File: src/hw/rtl/fct_pkg.sv
// Package: shared types and constants of the fanout completion tracker.
`timescale 1ns / 1ps
package fct_pkg;

  localparam int unsigned FANOUT  = 4;   // leaves per request, a power of two
  localparam int unsigned SLOTS   = 64;  // tracking slots, a power of two
  localparam int unsigned SLOT_W  = $clog2(SLOTS);
  localparam int unsigned FAN_SH  = $clog2(FANOUT);
  localparam int unsigned LEAF_W  = 2;
  localparam int unsigned NUM_WORK = 4;
  localparam int unsigned REM_W   = 3;
  localparam int unsigned QDEPTH  = 2;

  typedef enum logic {
    CMD_REQUEST  = 1'b0,
    CMD_RESPONSE = 1'b1
  } fct_cmd_e;

  typedef enum logic [1:0] {
    KIND_DOWN   = 2'd0,
    KIND_REPLY  = 2'd1,
    KIND_REJECT = 2'd2
  } fct_kind_e;

  typedef struct packed {
    fct_cmd_e     command;
    logic [63:0]  work_0;
    logic [63:0]  work_1;
    logic [63:0]  work_2;
    logic [63:0]  work_3;
    logic [63:0]  tag;
    logic [63:0]  end_stamp;
    logic [31:0]  cpu_number;
    logic [63:0]  leaf_delay;
    logic [63:0]  local_delay;
  } fct_in_t;

  typedef struct packed {
    fct_kind_e    kind;
    logic [1:0]   leaf;
    logic [63:0]  work_amount;
    logic [63:0]  out_index;
    logic [63:0]  out_stamp;
    logic [31:0]  out_cpu;
    logic [63:0]  total_delay;
    logic         last;
  } fct_out_t;

  // Classified word handed from the front to the back.
  typedef struct packed {
    fct_cmd_e                        command;
    logic [SLOT_W-1:0]               slot;
    logic [NUM_WORK-1:0][63:0]       work;
    logic [63:0]                     tag;
    logic [63:0]                     stamp;
    logic [31:0]                     cpu;
    logic [63:0]                     leaf_delay;
    logic [63:0]                     local_delay;
  } fct_job_t;

  typedef struct packed {
    logic [REM_W-1:0] remaining;
    logic [63:0]      max_delay;
  } fct_cnt_t;

  typedef struct packed {
    logic [63:0] up_id;
    logic [63:0] stamp;
    logic [31:0] cpu;
  } fct_meta_t;

endpackage

File: src/hw/rtl/fct_front.sv
// Front end: accepts input words, decodes the command and finds the response slot.
`timescale 1ns / 1ps
module fct_front import fct_pkg::*; (
  input  logic     clk_i,
  input  logic     rst_ni,
  input  logic     in_valid_i,
  output logic     in_ready_o,
  input  fct_in_t  in_data_i,
  output logic     job_valid_o,
  input  logic     job_ready_i,
  output fct_job_t job_o
);

  logic     valid_q, valid_d;
  fct_job_t job_q, job_d;
  logic     take;

  assign in_ready_o = !valid_q || job_ready_i;
  assign take       = in_valid_i && in_ready_o;

  always_comb begin
    job_d = job_q;
    valid_d = valid_q && !job_ready_i;
    if (take) begin
      valid_d           = 1'b1;
      job_d.command     = in_data_i.command;
      // Slot of a downstream index: drop the leaf bits, keep the slot bits.
      job_d.slot        = in_data_i.tag[FAN_SH +: SLOT_W];
      job_d.work        = {in_data_i.work_3, in_data_i.work_2,
                           in_data_i.work_1, in_data_i.work_0};
      job_d.tag         = in_data_i.tag;
      job_d.stamp       = in_data_i.end_stamp;
      job_d.cpu         = in_data_i.cpu_number;
      job_d.leaf_delay  = in_data_i.leaf_delay;
      job_d.local_delay = in_data_i.local_delay;
    end
  end

  always_ff @(posedge clk_i or negedge rst_ni) begin
    if (!rst_ni) begin
      valid_q <= 1'b0;
    end else begin
      valid_q <= valid_d;
    end
  end

  always_ff @(posedge clk_i) begin
    job_q <= job_d;
  end

  assign job_valid_o = valid_q;
  assign job_o       = job_q;

endmodule

File: config.mk
export PLATFORM = sky130hd
export DESIGN_NAME = fct_front
export DESIGN_NICKNAME = d
export VERILOG_FILES = /design/src/hw/rtl/fct_pkg.sv /design/src/hw/rtl/fct_front.sv
export SDC_FILE = /design/constraint.sdc
export NUM_CORES = 1
export LEC_CHECK = 0
export ABC_AREA = 1
export BUFFER_PORTS_ARGS = -buffer_cell sky130_fd_sc_hd__buf_4
export CAP_MARGIN = 30
export CORE_AREA = 2 2 428 430
export CTS_CLUSTER_SIZE = 12
export DETAILED_ROUTE_END_ITERATION = 6
export DIE_AREA = 0 0 430 432
export PLACE_DENSITY = 0.3
export SETUP_SLACK_MARGIN = 0.05
export SLEW_MARGIN = 40
export SYNTH_ARGS = -nofsm -noshare
export SYNTH_HDL_FRONTEND = slang
export SYNTH_SLANG_ARGS = --single-unit
export TNS_END_PERCENT = 30
File: constraint.sdc
create_clock -name clk_i -period 52.3 [get_ports clk_i]
set_input_delay 15.69 -clock clk_i [delete_from_list [all_inputs] [get_ports clk_i]]
set_output_delay 15.69 -clock clk_i [all_outputs]
set_load 0.02 [all_outputs]
==> metrics.md <==
| Metric | Value |
|---|---|
| Vias in the first global route | `11800` |
| Total power | `1.17 mW` |
| Synth warn | `0` |
| Area of the mapped netlist | `0.0165 mm2` |
| Post-synthesis sequential area ratio | `99.6%` |
| Worst hold path class | `flip-flop to flip-flop` |
| Final WS setup | `20.42 ns` |
| Setup TNS Final | `0 ns` |
| Routed WL | `102000 um` |
| Fraction of layout cells with a size suffix above 1 | `68.3%` |
| Number of cell rows | `157` |
| Final hold viol count | `0` |
| Diode count | `0` |
| Dpl cell area | `0.0278 mm2` |
| Die area | `0.186 mm2` |
| Final net count | `2288` |
| WP data arrival | `16.19 ns` |
| Dpl hpwl | `84400 um` |
| Residual DRC count | `0` |
| GRT overflow | `0` |
| Core area | `0.182 mm2` |
| Fmax | `31.4 MHz` |
| Post-Place Worst Slack | `20.42 ns` |
| Post-CTS Setup Inserts | `0` |
| Period utilization | `61.0%` |
| Max Cap Viol | `0` |
| Final-layout fill cell count | `19800` |
| Root buf cell | `clkbuf_16` |
| Die W | `430 um` |
| Clock tree buffer depth | `3` |
| Placed cells | `4046` |
| # clock sinks | `546` |
| H-tree depth | `3` |
| Kind of critical path | `input pin to output port` |
| Post-Syn Nets | `1106` |
| GPL Wtd Cong | `0.816` |
| Worst-Margin Slew | `0.806 ns` |
| Flops & latches, synth | `546` |
| DR iter-0 viols | `776` |
| Finished Layout Cells | `4184` |
| Synth area leader | `edfxtp_1` |
| Die H | `432 um` |
| RSZ-0062 raised after global routing | `false` |
| Vias | `11100` |
| Synth area leaders | `edfxtp_1 (99%), buf_4 (0.27%), dfrtp_1 (0.15%), inv_1 (0.046%), nand2_1 (0.046%)` |
| Critical path endpoint category | `output port` |
| Largest net degree at the start of global routing | `84` |
| Worst Path Required | `36.61 ns` |
| CTS Hold Bufs | `0` |
| Clk slew on worst S/H paths | `0.05 ns` |
| CTS buffer count | `76` |
| Avg Cell Area, Syn | `29.5 um2` |
| Worst VDD drop | `0.0000202 V` |
| Fin Hold WS | `0.632 ns` |
| Leakage | `11.8 nW` |
| Wirelength per Cell | `24.4 um` |
| Post-route ant nets | `0` |
| Num ports | `1102` |
| Area Growth Syn to Fin | `84.0%` |
| Tmin final | `31.88 ns` |
| Max Clock Skew | `0.0256 ns` |
| Pwr Density | `38.6 mW/mm2` |
| # setup viols final | `0` |
| Slew Viols, Final | `0` |
| Post-layout util | `16.7%` |
| DRT Pass-1 Iters | `5` |
| Status | `completed` |
| Rel. slew slack | `46.3%` |
| # port buffers | `1101` |
| First-pass GRT wire length | `126000 um` |
| Critical Path Source Type | `input pin` |
| Commonest non-fill, non-tap cell in the layout | `buf_4` |
| Initial antenna violation count | `59` |
| Vias per cell | `2.64` |
| Top-area cell type share of the netlist area | `99.5%` |
| Most frequent cells in the layout | `buf_4 (1103), edfxtp_1 (545), clkbuf_16 (80)` |
| Effective utilization at floorplan | `9.06%` |
| CTS tree | `done` |
| Crit Path Max Fanout | `2` |
| Post-CTS sizing | `0` |
| Cell variety after synth | `6` |
| Overall global routing resource usage | `10.5%` |
| Post-route cell area | `0.0303 mm2` |
| Gate Count Post-Synth | `557` |
| Clk_lat worst skew | `0.67 ns` |
[power breakdown]
group / switching (mW) / total [mW] / internal, mW
Sequential: 0.0101 / 0.522 / 0.512
Combinational: 0.0684 / 0.122 / 0.0538
Clock: 0.216 / 0.525 / 0.309
[kinds of logic (layout without fill, tap and decap cells)]
kind of cell,after synthesis,in the layout,synth area share (%)
AOI/OAI and AO/OA,1,1,0.0304
buffers and inverters,8,1250,0.319
DFF,546,546,99.6
and+or+nand+nor,2,2,0.0456
[worst max-delay path, cell delays in order]
cell     delay (ns)
buf_4          0.11
inv_1          0.12
nand2_1        0.11
buf_4          0.17
[cell type report]
class / count / area (um2) / area share, %
inverter: 2 / 7.51 / 0.0248
sequential: 546 / 16400 / 54.1
tap: 2385 / 2980 / 9.86
timing repair buffer: 1110 / 8390 / 27.7
clock buffer: 91 / 2040 / 6.75
multi-input combinational: 3 / 23.8 / 0.0785
clock inverter: 47 / 435 / 1.44
[final timing paths]
| check | startpoint | to | slack, ns | cells after the start |
|---|---|---|---|---|
| max in group asynchronous | rst_ni | job_valid_o | 37.43 | 1 |
| worst max register to register | job_valid_o | job_o[286] | 49.15 | 4 |
| min in group asynchronous | rst_ni | job_valid_o | 14.78 | 1 |
| worst min register to register | job_valid_o | job_valid_o | 0.63 | 2 |
| worst min-delay path | job_valid_o | job_valid_o | 0.63 | 2 |
| worst max-delay path | job_ready_i | in_ready_o | 20.42 | 4 |
[layer usage]
layer / global-route usage (%) / routed length, um / vias to the layer above / part of all wire [%]
li1: - / - / 4661 / -
met1: 11.4 / 37600 / 5542 / 37
met2: 18.1 / 51600 / 667 / 51
met3: 4.71 / 10300 / 180 / 10
met4: 3.07 / 2500 / 2 / 2.4
met5: 0 / 13 / - / 0.013
[cells in the mapped netlist]
cell type  number
buf_4           6
dfrtp_1         1
a21oi_1         1
inv_1           2
nand2_1         2
edfxtp_1      545
[sequential cells by signal, indices dropped and copies added (netlist names)]
signal	cells
job_o	545
job_valid_o	1
Power figures use the tool's default switching activity.
