--- config.mk ---
export PLATFORM = sky130hd
export DESIGN_NAME = fct_queue
export DESIGN_NICKNAME = d
export VERILOG_FILES = /design/src/hw/rtl/fct_pkg.sv /design/src/hw/rtl/fct_queue.sv
export SDC_FILE = /design/constraint.sdc
export NUM_CORES = 1
export LEC_CHECK = 0
export BUFFER_PORTS_ARGS = -buffer_cell sky130_fd_sc_hd__buf_4
export CORE_AREA = 4 4 431 433
export CTS_CLUSTER_DIAMETER = 120
export CTS_CLUSTER_SIZE = 40
export DETAILED_ROUTE_END_ITERATION = 8
export DIE_AREA = 0 0 435 437
export PLACE_DENSITY = 0.43
export SETUP_SLACK_MARGIN = 0.5
export SYNTH_ARGS = -nofsm -noshare
export SYNTH_HDL_FRONTEND = slang
export SYNTH_SLANG_ARGS = --single-unit
--- constraint.sdc ---
create_clock -name clk_i -period 25.8 [get_ports clk_i]
set_input_delay 2.58 -clock clk_i [delete_from_list [all_inputs] [get_ports clk_i]]
set_output_delay 2.58 -clock clk_i [all_outputs]
set_load 0.01 [all_outputs]
--- src/hw/rtl/fct_pkg.sv ---
// Package: shared types and constants of the fanout completion tracker.
`timescale 1ns / 1ps
package fct_pkg;

  localparam int unsigned FANOUT  = 4;   // leaves per request, a power of two
  localparam int unsigned SLOTS   = 64;  // tracking slots, a power of two
  localparam int unsigned SLOT_W  = $clog2(SLOTS);
  localparam int unsigned FAN_SH  = $clog2(FANOUT);
  localparam int unsigned LEAF_W  = 2;
  localparam int unsigned NUM_WORK = 4;
  localparam int unsigned REM_W   = 3;
  localparam int unsigned QDEPTH  = 2;

  typedef enum logic {
    CMD_REQUEST  = 1'b0,
    CMD_RESPONSE = 1'b1
  } fct_cmd_e;

  typedef enum logic [1:0] {
    KIND_DOWN   = 2'd0,
    KIND_REPLY  = 2'd1,
    KIND_REJECT = 2'd2
  } fct_kind_e;

  typedef struct packed {
    fct_cmd_e     command;
    logic [63:0]  work_0;
    logic [63:0]  work_1;
    logic [63:0]  work_2;
    logic [63:0]  work_3;
    logic [63:0]  tag;
    logic [63:0]  end_stamp;
    logic [31:0]  cpu_number;
    logic [63:0]  leaf_delay;
    logic [63:0]  local_delay;
  } fct_in_t;

  typedef struct packed {
    fct_kind_e    kind;
    logic [1:0]   leaf;
    logic [63:0]  work_amount;
    logic [63:0]  out_index;
    logic [63:0]  out_stamp;
    logic [31:0]  out_cpu;
    logic [63:0]  total_delay;
    logic         last;
  } fct_out_t;

  // Classified word handed from the front to the back.
  typedef struct packed {
    fct_cmd_e                        command;
    logic [SLOT_W-1:0]               slot;
    logic [NUM_WORK-1:0][63:0]       work;
    logic [63:0]                     tag;
    logic [63:0]                     stamp;
    logic [31:0]                     cpu;
    logic [63:0]                     leaf_delay;
    logic [63:0]                     local_delay;
  } fct_job_t;

  typedef struct packed {
    logic [REM_W-1:0] remaining;
    logic [63:0]      max_delay;
  } fct_cnt_t;

  typedef struct packed {
    logic [63:0] up_id;
    logic [63:0] stamp;
    logic [31:0] cpu;
  } fct_meta_t;

endpackage

--- src/hw/rtl/fct_queue.sv ---
// Short job queue between the front end and the back end.
`timescale 1ns / 1ps
module fct_queue import fct_pkg::*; (
  input  logic     clk_i,
  input  logic     rst_ni,
  input  logic     push_valid_i,
  output logic     push_ready_o,
  input  fct_job_t push_job_i,
  output logic     pop_valid_o,
  input  logic     pop_ready_i,
  output fct_job_t pop_job_o
);

  localparam int unsigned PTR_W = (QDEPTH > 1) ? $clog2(QDEPTH) : 1;
  localparam int unsigned CNT_W = $clog2(QDEPTH + 1);

  fct_job_t          entry_q [QDEPTH];
  logic [PTR_W-1:0]  wptr_q, wptr_d, rptr_q, rptr_d;
  logic [CNT_W-1:0]  count_q, count_d;
  logic              push, pop;

  assign push_ready_o = (count_q != CNT_W'(QDEPTH));
  assign pop_valid_o  = (count_q != '0);
  assign push         = push_valid_i && push_ready_o;
  assign pop          = pop_ready_i && pop_valid_o;
  assign pop_job_o    = entry_q[rptr_q];

  always_comb begin
    wptr_d  = wptr_q;
    rptr_d  = rptr_q;
    count_d = count_q;
    if (push) begin
      wptr_d = (wptr_q == PTR_W'(QDEPTH - 1)) ? '0 : wptr_q + PTR_W'(1);
    end
    if (pop) begin
      rptr_d = (rptr_q == PTR_W'(QDEPTH - 1)) ? '0 : rptr_q + PTR_W'(1);
    end
    if (push && !pop) begin
      count_d = count_q + CNT_W'(1);
    end else if (pop && !push) begin
      count_d = count_q - CNT_W'(1);
    end
  end

  always_ff @(posedge clk_i or negedge rst_ni) begin
    if (!rst_ni) begin
      wptr_q  <= '0;
      rptr_q  <= '0;
      count_q <= '0;
    end else begin
      wptr_q  <= wptr_d;
      rptr_q  <= rptr_d;
      count_q <= count_d;
    end
  end

  always_ff @(posedge clk_i) begin
    if (push) begin
      entry_q[wptr_q] <= push_job_i;
    end
  end

endmodule

==> results of run 1 <==
worst max-delay path, stage by stage (launching register included):
cell and delay [ps]:
dfrtp_4 920, buf_4 790, buf_12 650, buf_4 790, mux2_2 420, buf_4 150
cell type report:
class	instances	area, µm²	area share [%]
antenna	11	27.5	0.0524
timing repair buffer	1125	8520	16.2
tap	2385	2980	5.69
inverter	1	3.75	0.00715
sequential	1106	33200	63.2
multi-input combinational	564	6310	12.0
clock inverter	25	372	0.708
clock buffer	44	1080	2.06
sequential cells by signal, indices dropped and copies added, names as in the netlist:
signal / flops
entry_q: 1102
wptr_q: 1
rptr_q: 1
count_q: 2
final timing paths:
path	start	end
setup / recovery	rptr_q$_DFFE_PN0P_	pop_job_o[153]
hold / removal	count_q[1]$_DFFE_PN0P_	count_q[1]$_DFFE_PN0P_
setup reg to reg	count_q[0]$_DFFE_PN0P_	entry_q[0][377]$_DFFE_PP_
hold reg to reg	count_q[1]$_DFFE_PN0P_	count_q[1]$_DFFE_PN0P_
max in group asynchronous	rst_ni	rptr_q$_DFFE_PN0P_
min in group asynchronous	rst_ni	wptr_q$_DFFE_PN0P_
Yosys cell counts:
master    count  area share, %
buf_6        31           0.87
dfrtp_1       4           0.25
nand2b_1      1          0.016
or2_2         1          0.016
xor2_1        2          0.044
inv_1         1         0.0094
mux2_2      502             14
nand2_1       2          0.019
nor2_1        2          0.019
edfxtp_1   1102             83
ha_1          1          0.031
mux2_1       49            1.4
buf_2        30           0.38
and3_1        1          0.016
xnor2_1       3          0.066
through the flow:
step,hold slack (ps),utilization (%),std cells
3_3_place_gp,489,28.0,5181
3_5_place_dp,486,28.0,5181
4_1_cts,501,28.8,5250
5_1_grt,527,28.8,5252
2_1_floorplan,456,-,1732
6_report,496,28.8,5261
where the power goes:
group,internal (mW),switching [mW],leakage (nW)
clock,0.336,0.594,0.685
sequential,2.45,0.0954,10.3
combinational,0.940,1.13,7.65
total,3.73,1.82,18.6
routing by layer:
metal / GRT usage, % / vias up / share of wire (%) / routed length, µm
met2: 23.4 / 541 / 53 / 68200
met5: 0 / - / 0.080 / 103
met4: 2.66 / 16 / 1.9 / 2480
met1: 14.9 / 10800 / 39 / 50300
met3: 3.53 / 110 / 5.9 / 7610
li1: - / 9088 / - / -
cell families (layout without fill, tap and decap cells):
| logic type | count (synthesis) | after routing |
|---|---|---|
| flip-flops | 1106 | 1106 |
| buffers and inverters | 62 | 1195 |
| other | 0 | 11 |
| AND/OR/NAND/NOR | 7 | 7 |
| multiplexers | 551 | 551 |
| XOR/XNOR | 5 | 5 |
| adder cells (fa/ha/maj) | 1 | 1 |
==> summary.md, run 1 <==
| Metric | Value |
|---|---|
| Vias | `20600` |
| Max Cap Viol | `0` |
| Port bufs | `about 1100` |
| Detailed placement HPWL | `between 90000 and 100000 µm` |
| Clk root buf | `clkbuf_16` |
| Seq/Total Area, Yosys | `83.0%` |
| Num Clock Sinks | `1106` |
| Pre-CTS setup slack | `approximately 19000 ps` |
| Detailed Routing Iterations Pass 1 | `5` |
| Reg2Reg Depth | `6` |
| Mapped Area | `0.0400 mm²` |
| Setup CP Type | `register to primary output` |
| Die area | `0.190 mm²` |
| Pleak | `18.6 nW` |
| Worst skew pair latency | `around 650 ps` |
| Die span in x | `roughly 440 µm` |
| Critical Path Fanout Max | `134` |
| Flop-to-flop setup slack | `21280 ps` |
| YS warnings | `0` |
| Tot Pwr | `5.55 mW` |
| Most frequent cells in the layout | `1119 x buf_4, 1102 x edfxtp_1, 502 x mux2_2, 49 x mux2_1, 43 x clkbuf_16` |
| Row count | `157` |
| Pwr/cell area | `106 mW/mm²` |
| Post-route DRC | `0` |
| Initial Util | `22.0%` |
| Antenna-violating nets left | `0` |
| Gr ovfl total | `0` |
| Synth Area in Simple Gates | `less than 1%` |
| Tmin final | `7290 ps` |
| Avg WL per Cell | `approximately 24 µm` |
| CTS clk-pin slew, worst paths | `roughly 80 ps` |
| Proportion of synthesized area in mux cells | `15.5%` |
| Clock Skew | `57.6 ps` |
| Area fraction in compound gates after synthesis | `0%` |
| Vias in the first global route | `between 20000 and 25000` |
| PostCTS Resize Cnt | `0` |
| Max-slew violation count | `0` |
| Vias per cell | `3.91` |
| Peak Freq | `137 MHz` |
| Core Area | `0.182 mm²` |
| Clock Path Buffers | `3` |
| RSZ-0062 raised after global routing | `no` |
| Crit path DAT | `4710 ps` |
| Final setup viols | `0` |
| Startpoint Class | `register` |
| Area Growth Syn to Fin | `31.3%` |
| Peak VDD IR | `0.0802 mV` |
| Post-Synth Adder-Cell Area | `less than 1%` |
| First-pass GRT wire length | `173000 µm` |
| Hold WC Path Type | `register to register` |
| Status | `complete, no violations` |
| Setup ws final | `18510 ps` |
| Post-CTS setup buffers | `0` |
| Final Hold Violating Endpoints | `0` |
| Nets | `between 3000 and 4000` |
| Initial DRC count | `roughly 1200` |
| Flops & latches, synth | `1106` |
| Depth of the CTS H-tree | `2` |
| Post-Place Cell Area | `0.0510 mm²` |
| Hold-fix buffers, CTS | `0` |
| Largest family of logic cells by synthesized area | `multiplexers` |
| Die H | `around 440 µm` |
| Final instance area | `approximately 0.052 mm²` |
| Avg Cell Area, Syn | `23.1 µm²` |
| Tcrit/Tclk final | `28.3%` |
| TritonCTS clock tree | `done` |
| Pin count of the biggest net entering global routing | `between 150 and 200` |
| Drt total wl | `approximately 130000 µm` |
| Synth unique cells | `15` |
| Sum of negative setup slack | `0 ps` |
| IO Count | `1108` |
| Hold Path Depth | `1` |
| Fraction of layout cells with a size suffix above 1 | `about three fifths` |
| Synth Instances | `between 1500 and 2000` |
| Xor and xnor area share after synthesis | `0.110%` |
| Kind of end point of the critical path | `primary output` |
| RePlAce Congestion | `0.855` |
| Total CTS buffers | `41` |
| Commonest non-fill, non-tap cell in the layout | `buf_4` |
| Initial antenna violation count | `24` |
| Slew HR | `28.1%` |
| Slew of the pin with the lowest slew margin | `1080 ps` |
| Synthesized Nets | `2288` |
| Req. time, crit path | `23220 ps` |
| Tot GR Track Use | `approximately an eighth` |
| Fill count | `between 15000 and 20000` |
(Power assumes the default switching activity.)
==> run 2: changes to the inputs <==
--- a/config.mk
+++ b/config.mk
@@ -11,7 +11,7 @@
 export CTS_CLUSTER_SIZE = 40
 export DETAILED_ROUTE_END_ITERATION = 8
 export DIE_AREA = 0 0 435 437
-export PLACE_DENSITY = 0.43
+export PLACE_DENSITY = 0.41
 export SETUP_SLACK_MARGIN = 0.5
 export SYNTH_ARGS = -nofsm -noshare
 export SYNTH_HDL_FRONTEND = slang
==> constraint.sdc (replaced) <==
create_clock -name clk_i -period 6.9 [get_ports clk_i]
set_input_delay 0.69 -clock clk_i [delete_from_list [all_inputs] [get_ports clk_i]]
set_output_delay 0.69 -clock clk_i [all_outputs]
set_load 0.01 [all_outputs]
==> summary.md, run 2 (synthesis gave the netlist of run 1 again) <==
| Metric | Value |
|---|---|
| Die span in x | `435 µm (unchanged)` |
| Kind of end point of the critical path | `primary output` |
| Reg with most FFs | `entry_q` |
| Largest registers | `entry_q x1102, count_q x2` |
| Area Growth Syn to Fin | `32.2%` |
| TritonCTS clock tree | `done` |
| Tmin final | `roughly 3900 ps` |
| Post-route DRC | `0 (unchanged)` |
| Fraction of layout cells with a size suffix above 1 | `59.7% (+0.44 points)` |
| Most frequent cells in the layout | `1138 x buf_4, 1102 x edfxtp_1, 502 x mux2_2, 49 x mux2_1, 45 x clkbuf_16` |
| Avg WL per Cell | `25.2 µm (+3.0%)` |
| Status | `complete, no violations` |
| Vias per cell | `3.92 (+0.35%)` |
| Die H | `437 µm (unchanged)` |
| Critical Path Fanout Max | `118 (-12%)` |
| Hold wc startpoint | `push_job_i[177]` |
| Slew of the pin with the lowest slew margin | `1130 ps (+53.1 ps)` |
| Pleak | `18.8 nW (+1.1%)` |
| Reg2Reg Depth | `4 (-2)` |
| Logic pwr share | `37.2% (about the same)` |
| Core Area | `0.182 mm² (unchanged)` |
| Post-CTS setup buffers | `0 (unchanged)` |
| Num Clock Sinks | `1106 (unchanged)` |
| Reg2reg start | `count_q[0]$_DFFE_PN0P_` |
| Peak VDD IR | `0.217 mV (+170%)` |
| Nets | `3416 (+0.62%)` |
| Crit path DAT | `3210 ps (-1500 ps)` |
| Initial DRC count | `1157 (-6.2%)` |
| Peak Freq | `256 MHz` |
| CTS clk-pin slew, worst paths | `140 ps (+60 ps)` |
| Sequential power share | `45.1% (-0.8 points)` |
| Fin cells | `5291 (+0.57%)` |
| Drt total wl | `133000 µm (+3.6%)` |
| Gr ovfl total | `0 (unchanged)` |
| PostCTS Resize Cnt | `0 (unchanged)` |
| Placed insts | `5200 (+0.37%)` |
| Post-layout util | `29.0% (+0.20 points)` |
| RePlAce Congestion | `0.903 (+5.5%)` |
| Req. time, crit path | `6210 ps (-17010 ps)` |
| Row count | `157 (unchanged)` |
| Fill count | `18200 (+0.12%)` |
| Pwr/cell area | `401 mW/mm² (+280%)` |
| Setup CP Type | `register to primary output` |
| CP startpoint | `rptr_q$_DFFE_PN0P_` |
| IO Count | `1108 (unchanged)` |
| Vias | `20800 (+0.92%)` |
| Tot GR Track Use | `13.4% (+0.59 points)` |
| Max Cap Viol | `0 (unchanged)` |
| Antenna-violating nets left | `0 (unchanged)` |
| Total CTS buffers | `42 (+2.4%)` |
| Commonest non-fill, non-tap cell in the layout | `buf_4` |
| Clock Path Buffers | `3 (unchanged)` |
| Final setup viols | `0 (unchanged)` |
| Sum of negative setup slack | `0 ps (unchanged)` |
| Max-slew violation count | `0 (unchanged)` |
| Vias in the first global route | `21400 (+1.2%)` |
| Clock power share | `17.7% (+0.9 points)` |
| Detailed Routing Iterations Pass 1 | `5 (unchanged)` |
| Clk root buf | `clkbuf_16` |
| Sw frac | `32.9% (+0.068 points)` |
| Hold Path Depth | `1 (unchanged)` |
| Pint | `14.2 mW (+280%)` |
| Detailed placement HPWL | `100000 µm (+5.3%)` |
| Tcrit/Tclk final | `56.5%` |
| Hold Crit Endpoint | `entry_q[1][177]$_DFFE_PP_` |
| Switching pwr | `6.96 mW (+280%)` |
| First-pass GRT wire length | `180000 µm (+4.0%)` |
| R2R Path End | `entry_q[0][401]$_DFFE_PP_` |
| Hold WC Path Type | `primary input to register` |
| Startpoint Class | `register` |
| Pin count of the biggest net entering global routing | `140 (-8.5%)` |
| Hold-fix buffers, CTS | `1 (+1)` |
| Port bufs | `1107 (unchanged)` |
| Clock Skew | `53.7 ps (-3.91 ps)` |
| Max FFs per register | `1102 (unchanged)` |
| Initial Util | `22.0% (unchanged)` |
| Slew HR | `24.6% (-3.5 points)` |
| Flop-to-flop setup slack | `3980 ps (-17300 ps)` |
| RSZ-0062 raised after global routing | `no` |
| Final Hold Violating Endpoints | `0 (unchanged)` |
| Worst skew pair latency | `650 ps (about the same)` |
| Depth of the CTS H-tree | `2 (unchanged)` |
| Initial antenna violation count | `26 (+8.3%)` |
| Die area | `0.190 mm² (unchanged)` |
==> run 2: cell count changes in the layout (fill, tap and decap cells not counted), sizes merged <==
| cell | previous run | this run |
|---|---|---|
| inv | 11 | 12 |
| bufinv | 0 | 5 |
| dlygate4sd3 | 0 | 1 |
| clkinvlp | 4 | 2 |
| diode | 11 | 15 |
| clkbuf | 44 | 46 |
| buf | 1125 | 1144 |
==> run 2: routing by layer <==
| layer | global-route usage (%) | up-vias | routed length [µm] |
|---|---|---|---|
| met4 | 2.95 | 6 | 2040 |
| met3 | 3.41 | 100 | 7690 |
| met1 | 15.8 | 10900 | 52100 |
| li1 | - | 9137 | - |
| met2 | 24.3 | 583 | 71400 |
| met5 | 0 | - | 34 |
==> run 2: power by group through the flow <==
stage	sequential (mW)	combinational, mW	clock, mW
after floorplan	9.89	3.97	0
after global placement	9.72	8.15	0
after detailed placement	9.72	8.12	0
after CTS	9.56	8.16	3.96
after global routing	9.67	8.35	4.19
final	9.54	7.88	3.75
==> run 2: worst max-delay path, cell delays in order, from the launching register on <==
cell,delay (ps)
dfrtp_4,1040
buf_12,480
mux2_2,470
buf_4,160
==> run 2: metrics by stage <==
stage          hold WS (ps)  worst slack, ps  power, mW  area, µm²
3_5_place_dp            501             3640       17.8      51200
4_1_cts                78.5             2840       21.7      52800
6_report                182             3000       21.2      52900
2_1_floorplan           394            -2380       13.9      40000
3_3_place_gp            502             3670       17.9      51200
5_1_grt                91.1             2830       22.2      52800
==> run 2: how the worst max path moves through the flow <==
stage | endpoint | depth (start not counted) | slack, ps
floorplan | entry_q[0][0]$_DFFE_PP_ | 2 | -2380
global placement | pop_job_o[427] | 3 | 3670
detailed placement | pop_job_o[163] | 3 | 3640
CTS | pop_job_o[163] | 3 | 2840
global route | pop_job_o[163] | 3 | 2830
finish | pop_job_o[390] | 3 | 3000
==> run 2: area by class of cell <==
cell class                      instances  area, µm²  area share (%)
Tap cell                             2385       2980            5.65
Inverter                                1       3.75         0.00710
Antenna cell                           15       37.5          0.0710
Multi-Input combinational cell        564       6330            12.0
Clock inverter                         29        512           0.968
Clock buffer                           46       1130            2.14
Timing Repair Buffer                 1145       8670            16.4
Sequential cell                      1106      33200            62.8
